`src/hw/rtl/uflin_pkg.sv`:
```
// Shared types, constants and the arctangent table of the unicycle linearisation block.
`timescale 1ns / 1ps

package uflin_pkg;

	// Default field widths.
	localparam int DATA_BITS_DEF  = 16;
	localparam int ANGLE_BITS_DEF = 16;

	// Rotation pipeline: 30 steps on Q1.30 values, with headroom bits.
	localparam int CORDIC_STEPS = 30;
	localparam int CORDIC_W     = 34;
	localparam int TRIG_W       = CORDIC_W - 16;
	localparam logic signed [CORDIC_W-1:0] CORDIC_GAIN = 34'sd652032874;

	// Reciprocal radius register, unsigned Q4.12.
	localparam int CFG_W = 16;
	localparam logic [CFG_W-1:0] INV_RADIUS_RESET = 16'd4096;

	// Arctangent of 2^-i as a fraction of a turn, 2^32 counts per turn.
	localparam logic [31:0] ATAN_TURN [CORDIC_STEPS] = '{
		32'h20000000, 32'h12E4051E, 32'h09FB385B, 32'h051111D4, 32'h028B0D43,
		32'h0145D7E1, 32'h00A2F61E, 32'h00517C55, 32'h0028BE53, 32'h00145F2F,
		32'h000A2F98, 32'h000517CC, 32'h00028BE6, 32'h000145F3, 32'h0000A2FA,
		32'h0000517D, 32'h000028BE, 32'h0000145F, 32'h00000A30, 32'h00000518,
		32'h0000028C, 32'h00000146, 32'h000000A3, 32'h00000051, 32'h00000029,
		32'h00000014, 32'h0000000A, 32'h00000005, 32'h00000003, 32'h00000001
	};

	// Pipeline control handed to each section.
	typedef struct packed {
		logic en;
		logic valid;
	} pipe_ctl_t;

endpackage

```
`src/hw/rtl/uflin_mix.sv`:
```
// Products, scaling by the reciprocal radius and saturation of both commands.
`timescale 1ns / 1ps

module uflin_mix #(
	parameter int DATA_BITS = uflin_pkg::DATA_BITS_DEF
) (
	input  logic                                clk,
	input  logic                                arst_n,
	input  uflin_pkg::pipe_ctl_t                ctl,
	input  logic signed [uflin_pkg::TRIG_W-1:0] cos_i,
	input  logic signed [uflin_pkg::TRIG_W-1:0] sin_i,
	input  logic signed [DATA_BITS-1:0]         vel_x,
	input  logic signed [DATA_BITS-1:0]         vel_y,
	input  logic [uflin_pkg::CFG_W-1:0]         inv_radius,
	output logic                                out_valid,
	output logic signed [DATA_BITS-1:0]         linear_cmd,
	output logic signed [DATA_BITS-1:0]         angular_cmd,
	output logic                                saturated
);

	localparam int TW  = uflin_pkg::TRIG_W;
	localparam int PW  = TW + DATA_BITS;
	localparam int SW  = PW + 1;
	localparam int U1W = SW - 14;
	localparam int DW  = SW - 10;
	localparam int MW  = DW + uflin_pkg::CFG_W + 1;
	localparam int U2W = MW - 16;

	logic signed [PW-1:0]  cvx_s1, svy_s1, cvy_s1, svx_s1;
	logic signed [U1W-1:0] u1_s2, u1_s3;
	logic signed [DW-1:0]  d_s2;
	logic signed [MW-1:0]  prod_s3;
	logic [3:0]            valid_s;

	logic signed [SW-1:0]  sum_u1;
	logic signed [SW-1:0]  sum_d;
	logic signed [MW-1:0]  prod_rnd;
	logic signed [U2W-1:0] u2;
	logic                  ovf1, ovf2;
	logic signed [DATA_BITS-1:0] lin_c, ang_c;

	// Stage 1: the four trigonometric products.
	always_ff @(posedge clk) begin
		if (ctl.en) begin
			cvx_s1 <= cos_i * vel_x;
			svy_s1 <= sin_i * vel_y;
			cvy_s1 <= cos_i * vel_y;
			svx_s1 <= sin_i * vel_x;
		end
	end

	// Stage 2: rounded sum for u1 (Q.8) and rounded difference for u2 (Q.12).
	always_comb begin
		sum_u1 = SW'(cvx_s1) + SW'(svy_s1) + SW'(8192);
		sum_d  = SW'(cvy_s1) - SW'(svx_s1) + SW'(512);
	end

	always_ff @(posedge clk) begin
		if (ctl.en) begin
			u1_s2 <= sum_u1[SW-1:14];
			d_s2  <= sum_d[SW-1:10];
		end
	end

	// Stage 3: scale the difference by the reciprocal radius.
	always_ff @(posedge clk) begin
		if (ctl.en) begin
			prod_s3 <= d_s2 * $signed({1'b0, inv_radius});
			u1_s3   <= u1_s2;
		end
	end

	// Stage 4: round u2 to Q.8 and clip both commands to the field range.
	always_comb begin
		prod_rnd = prod_s3 + MW'(32768);
		u2       = prod_rnd[MW-1:16];
		ovf1     = !((&u1_s3[U1W-1:DATA_BITS-1]) || !(|u1_s3[U1W-1:DATA_BITS-1]));
		ovf2     = !((&u2[U2W-1:DATA_BITS-1]) || !(|u2[U2W-1:DATA_BITS-1]));
		lin_c    = ovf1 ? {u1_s3[U1W-1], {(DATA_BITS-1){~u1_s3[U1W-1]}}}
		                : u1_s3[DATA_BITS-1:0];
		ang_c    = ovf2 ? {u2[U2W-1], {(DATA_BITS-1){~u2[U2W-1]}}}
		                : u2[DATA_BITS-1:0];
	end

	always_ff @(posedge clk) begin
		if (ctl.en) begin
			linear_cmd  <= lin_c;
			angular_cmd <= ang_c;
			saturated   <= ovf1 | ovf2;
		end
	end

	// Valid bits for the four stages.
	always_ff @(posedge clk or negedge arst_n) begin
		if (!arst_n) begin
			valid_s <= '0;
		end else if (ctl.en) begin
			valid_s <= {valid_s[2:0], ctl.valid};
		end
	end

	assign out_valid = valid_s[3];

endmodule

```
`config.mk`:
```
export PLATFORM = sky130hd
export DESIGN_NAME = uflin_mix
export DESIGN_NICKNAME = d
export VERILOG_FILES = /design/src/hw/rtl/uflin_pkg.sv /design/src/hw/rtl/uflin_mix.sv
export SDC_FILE = /design/constraint.sdc
export NUM_CORES = 2
export LEC_CHECK = 0
export ABC_CLOCK_PERIOD_IN_PS = 17600
export BUFFER_PORTS_ARGS = -buffer_cell sky130_fd_sc_hd__buf_2
export CAP_MARGIN = 20
export CELL_PAD_IN_SITES_DETAIL_PLACEMENT = 1
export CELL_PAD_IN_SITES_GLOBAL_PLACEMENT = 2
export CORE_MARGIN = 5
export CORE_UTILIZATION = 47
export CTS_BUF_LIST = sky130_fd_sc_hd__clkbuf_16
export DETAILED_ROUTE_END_ITERATION = 8
export PLACE_DENSITY_LB_ADDON = 0.1
export SYNTH_ARGS = -nofsm -noshare
export SYNTH_HDL_FRONTEND = slang
export SYNTH_SLANG_ARGS = --single-unit
```
`constraint.sdc`:
```
create_clock -name clk -period 17.6 [get_ports clk]
set_input_delay 3.52 -clock clk [delete_from_list [all_inputs] [get_ports clk]]
set_output_delay 3.52 -clock clk [all_outputs]
set_load 0.05 [all_outputs]
```
Yosys cells after proc, flatten, opt, wreduce, memory -nomap -nowiden
Cells that the tools add are included.
{"block": "totals", "wordCells": 37, "reg_bits": 282, "out_inout_bits": 34, "inputBits": 88}
{"block": "op_classes", "add_sub_neg": 5, "mux": 2, "mul": 5, "reduce_logical": 10, "bitwise": 3}
{"op": "multiplier 18 x 16 -> 34 bit", "n": 4}
{"op": "adder 42 x 17 -> 42 bit (second input constant)", "n": 1}
{"op": "multiplier 25 x 17 -> 42 bit", "n": 1}
{"op": "adder 34 x 34 -> 35 bit", "n": 1}
{"op": "adder 35 x 11 -> 35 bit (second input constant)", "n": 1}
{"op": "adder 35 x 15 -> 35 bit (second input constant)", "n": 1}
{"op": "subtractor 34 x 34 -> 35 bit", "n": 1}
{"op": "2-to-1 mux 16 bit", "n": 2}
{"op": "AND reduction 11 bit", "n": 1}
{"op": "OR reduction 11 bit", "n": 1}
{"op": "AND reduction 6 bit", "n": 1}
{"op": "OR reduction 6 bit", "n": 1}
{"op": "logical NOT 1 bit", "n": 4}
{"op": "logical OR 1 bit", "n": 2}
{"op": "NOT 1 bit", "n": 2}
{"op": "OR 1 bit", "n": 1}

Depth between registers and ports, before layout
{"block": "logic_depth", "word_depth": 6, "mapped_depth": 27, "depth_no_buf": 25}

Worst setup path after synthesis
OpenSTA, ideal clock, no wires.
{"block": "synth_path", "path_type": "in2reg", "startpoint": "input port vel_y[7]", "endpoint": "register svy_s1[33], data pin", "t_arrival_ns": 9.645, "cell_stages": 25, "path_slack_ns": 7.695, "path_buffers": 2, "path_cell_list": "clkbuf_1 clkbuf_1 nand2_1 fa_1 inv_1 fa_1 inv_1 fa_1 inv_1 fa_1 fa_1 inv_1 fa_1 inv_1 ha_1 a21oi_1 o22ai_1 nor3_1 a21oi_1 o31ai_1 a2111oi_0 or4_1 a31o_2 a21oi_1 xnor2_1"}
{"block": "synth_between", "elab_chain_cells": 1}
{"item": "start: declaration", "line_no": "uflin_mix.sv:13", "source": "input logic signed [DATA_BITS-1:0] vel_y,"}
{"item": "multiplier 18 x 16 -> 34 bit", "line_no": "uflin_mix.sv:46", "source": "svy_s1 <= sin_i * vel_y;"}
{"item": "end signal: assignment", "line_no": "uflin_mix.sv:46"}
{"item": "end: declaration", "line_no": "uflin_mix.sv:29", "source": "logic signed [PW-1:0] cvx_s1, svy_s1, cvy_s1, svx_s1;"}
Every way passes these cells.
A chain may end at the register's enable or synchronous reset.

Worst setup path after layout
Same ends and word-level chain as after synthesis.

==> run_results.csv <==
group,metric,value,unit
global_routing,grt_pass1_wl,306000,um
sta,report.final.slew_viol_count,0,
clock_tree,path_clk_slew,0.06,ns
synthesis,ys_seq_area_share,11.6,%
setup_path,r2r_cells,21,
global_routing,grt-ovfl-total,0,
synthesis,yosysUniqueCellTypes,69,
placement,gp_congestion,0.844,
sta,timing.final.crit_share,60.5,%
synthesis,synth_top_family_by_area,"adder cells",
synthesis,yosys.area.top_type,"fa_1",
status,outcome,"finished clean",
sta,setup_violations,0,
min_path,hp-class,"flop to flop",
synthesis,avgSynthCellArea,9.62,um2
sta,fin_setup_tns,0,ns
synthesis,synth_compound_area_share,4.45,%
finish,drive_gt1_share,3.52,%
global_routing,antenna_found_initial,14,
clock_tree,hold_buffers,0,
clock_tree,insertion_delay,0.62,ns
detailed_routing,wl,188000,um
sta,relSlewSlack,26.2,%
setup_path,path_max_fanout,36,
placement,numPortBuffers,121,
floorplan,fp.dieW,393,um
synthesis,yosysWarnings,0,
floorplan,core_area,0.146,mm2
floorplan,start_util,47.3,%
floorplan,io_pins,122,
sta,worstMarginPinSlew,1.11,ns
setup_path,crit_path_end_kind,"flop",
setup_path,critPathRequiredTime,17.94,ns
detailed_routing,drc,0,
synthesis,yosys.area_share.simple,14.1,%
clock_tree,cts-root-buf,"clkbuf_16",
sta,rsz0062_at_grt,"false",
detailed_routing,drtPass1Iterations,5,
placement,dp.cells,8953,
synthesis,ys_ff_latch,267,
synthesis,synth_edf_count,263,
global_routing,grt_max_degree,120,
setup_path,arrival,10.99,ns
detailed_routing,ant_nets,0,
clock_tree,postCtsSetupRepairBufs,0,
floorplan,die-area,0.154,mm2
finish,syn2layout_area_growth,4.94,%
sta,setup_ws,6.95,ns
floorplan,num_rows,140,
sta,finalHoldViolations,0,
synthesis,muxShareOfSynthArea,0.327,%
detailed_routing,via_count,47100,
synthesis,synthFlopType,"edfxtp_1",
clock_tree,cts-resized-gates,0,
global_routing,grt_use_total,25.5,%
synthesis,synthTopCellsByArea,"fa_1, edfxtp_1, ha_1, inv_1, and2_1",
synthesis,synthAdderAreaFrac,55.5,%
synthesis,syn-cell-area,0.0689,mm2
finish,fill_cells,16500,
synthesis,synth_top_area_share,45.0,%
placement,dp_hpwl,148000,um
clock_tree,cts_buffers,35,
setup_path,crit_type,"primary input to flop",
placement,pre_cts_slack,6.34,ns
finish,fin_area,0.0723,mm2
setup_path,start_kind,"primary input",
detailed_routing,wl_per_cell,20.9,um
detailed_routing,route.detailed.vias_per_inst,5.22,
clock_tree,cts_sinks,267,
synthesis,synth-xor-area-share,2.80,%
sta,fin_crit,10.65,ns
run,drv_cap,0,
floorplan,die_y,393,um
finish,nets,9288,
clock_tree,clockBufferDepth,3,
min_path,hold_depth,0,
sta,fin_skew,0.0466,ns
synthesis,syn-num-nets,9371,
placement,placed_area,0.0712,mm2
detailed_routing,drtIter0Drc,1804,
sta,max_freq,93.9,MHz
synthesis,synth-async-reset-ratio,1.50,%
global_routing,grt_pass1_vias,55700,
synthesis,netlist_instances,7158,
finish,final_cells,9021,
clock_tree,cts_tree,"yes",
clock_tree,htree_levels,2,
## stage by stage
stage,util (%),hold WS (ns)
after detailed placement,48.8,0.407
after floorplan,-,0.400
after global placement,48.8,0.402
after global routing,49.6,0.431
final,49.6,0.422
after CTS,49.6,0.423
## cells in the mapped netlist, types with 9 or more instances
library cell and number:
and2_1 687, or3_1 9, mux2i_1 18, nand3_1 45, and3_1 24, a21o_1 76
xnor2_1 163, nor2_1 192, fa_1 1549, xor2_1 57, o21a_1 26, or2_2 11
buf_1 13, o21bai_1 27, a31oi_1 12, edfxtp_1 263, inv_1 1763, nand2_1 879
a21oi_1 143, ha_1 576, a211oi_1 20, clkbuf_1 276, nor2b_1 14, nand2b_1 38
nand4_1 23, nor3_1 50, o31ai_1 9, o21ai_0 87
## routing by layer
layer / GRT usage, % / routed length (um) / vias to the layer above
li1: - / - / 21000
met1: 31.4 / 77400 / 25100
met2: 48.0 / 99500 / 680
met3: 2.30 / 5650 / 271
met4: 6.86 / 5580 / 4
met5: 0 / 45 / -
## worst max-delay path, cell delays in order
cell and delay, ns:
buf_2 0.73, nand2_1 0.19, fa_1 0.59, inv_1 0.06, fa_1 0.50, inv_1 0.06, fa_1 0.54, inv_1 0.05
fa_1 0.47, fa_1 0.51, inv_1 0.06, fa_1 0.52, inv_1 0.06, ha_1 0.34, a21oi_1 0.19, o22ai_1 0.09
nor3_1 0.36, buf_4 0.23, a21oi_1 0.13, o31ai_1 0.48, a2111oi_0 0.24, or4_1 0.49, a31o_2 0.27, a21oi_1 0.17
xnor2_1 0.09
## state kept, by name, summed over array words and instances (netlist names)
signal,count
d_s2,25
svy_s1,34
u1_s2,21
linear_cmd,16
prod_s3,27
cvx_s1,34
saturated,1
svx_s1,34
angular_cmd,16
cvy_s1,34
valid_s,4
u1_s3,21
## area by class of cell
class / instances / area [um2] / share of cell area (%)
Antenna cell: 5 / 12.5 / 0.0173
Clock buffer: 35 / 876 / 1.21
Clock inverter: 26 / 205 / 0.284
Inverter: 1763 / 6620 / 9.16
Multi-Input combinational cell: 4838 / 53200 / 73.6
Sequential cell: 267 / 8000 / 11.1
Tap cell: 1917 / 2400 / 3.32
Timing Repair Buffer: 170 / 1000 / 1.39
## final timing paths
path	startpoint	endpoint	slack [ns]
setup / recovery	vel_y[7]	svy_s1[33]	6.95
hold / removal	u1_s2[17]	u1_s3[17]	0.42
setup reg to reg	d_s2[14]	prod_s3[41]	10.29
hold reg to reg	u1_s2[17]	u1_s3[17]	0.42
max in group asynchronous	arst_n	valid_s[0]	14.78
min in group asynchronous	arst_n	valid_s[3]	2.70
## kinds of logic after synthesis
group                      after synthesis
muxes                                   22
buffers and inverters                 2053
DFF                                    267
AOI/OAI and AO/OA                      473
xor gates and xnor gates               220
and+or+nand+nor                       1998
adders and majority gates             2125
## cells in the final DEF (no fill, tap or decap), types with 76 or more instances in the layout
cell / n
inv_1: 1768
fa_1: 1549
nand2_1: 879
and2_1: 687
ha_1: 576
edfxtp_1: 263
nor2_1: 192
xnor2_1: 163
a21oi_1: 143
buf_2: 120
o21ai_0: 87
a21o_1: 76
Power is not shown: default switching activity piles up to over one toggle a cycle in this logic, so the estimate is an artifact.
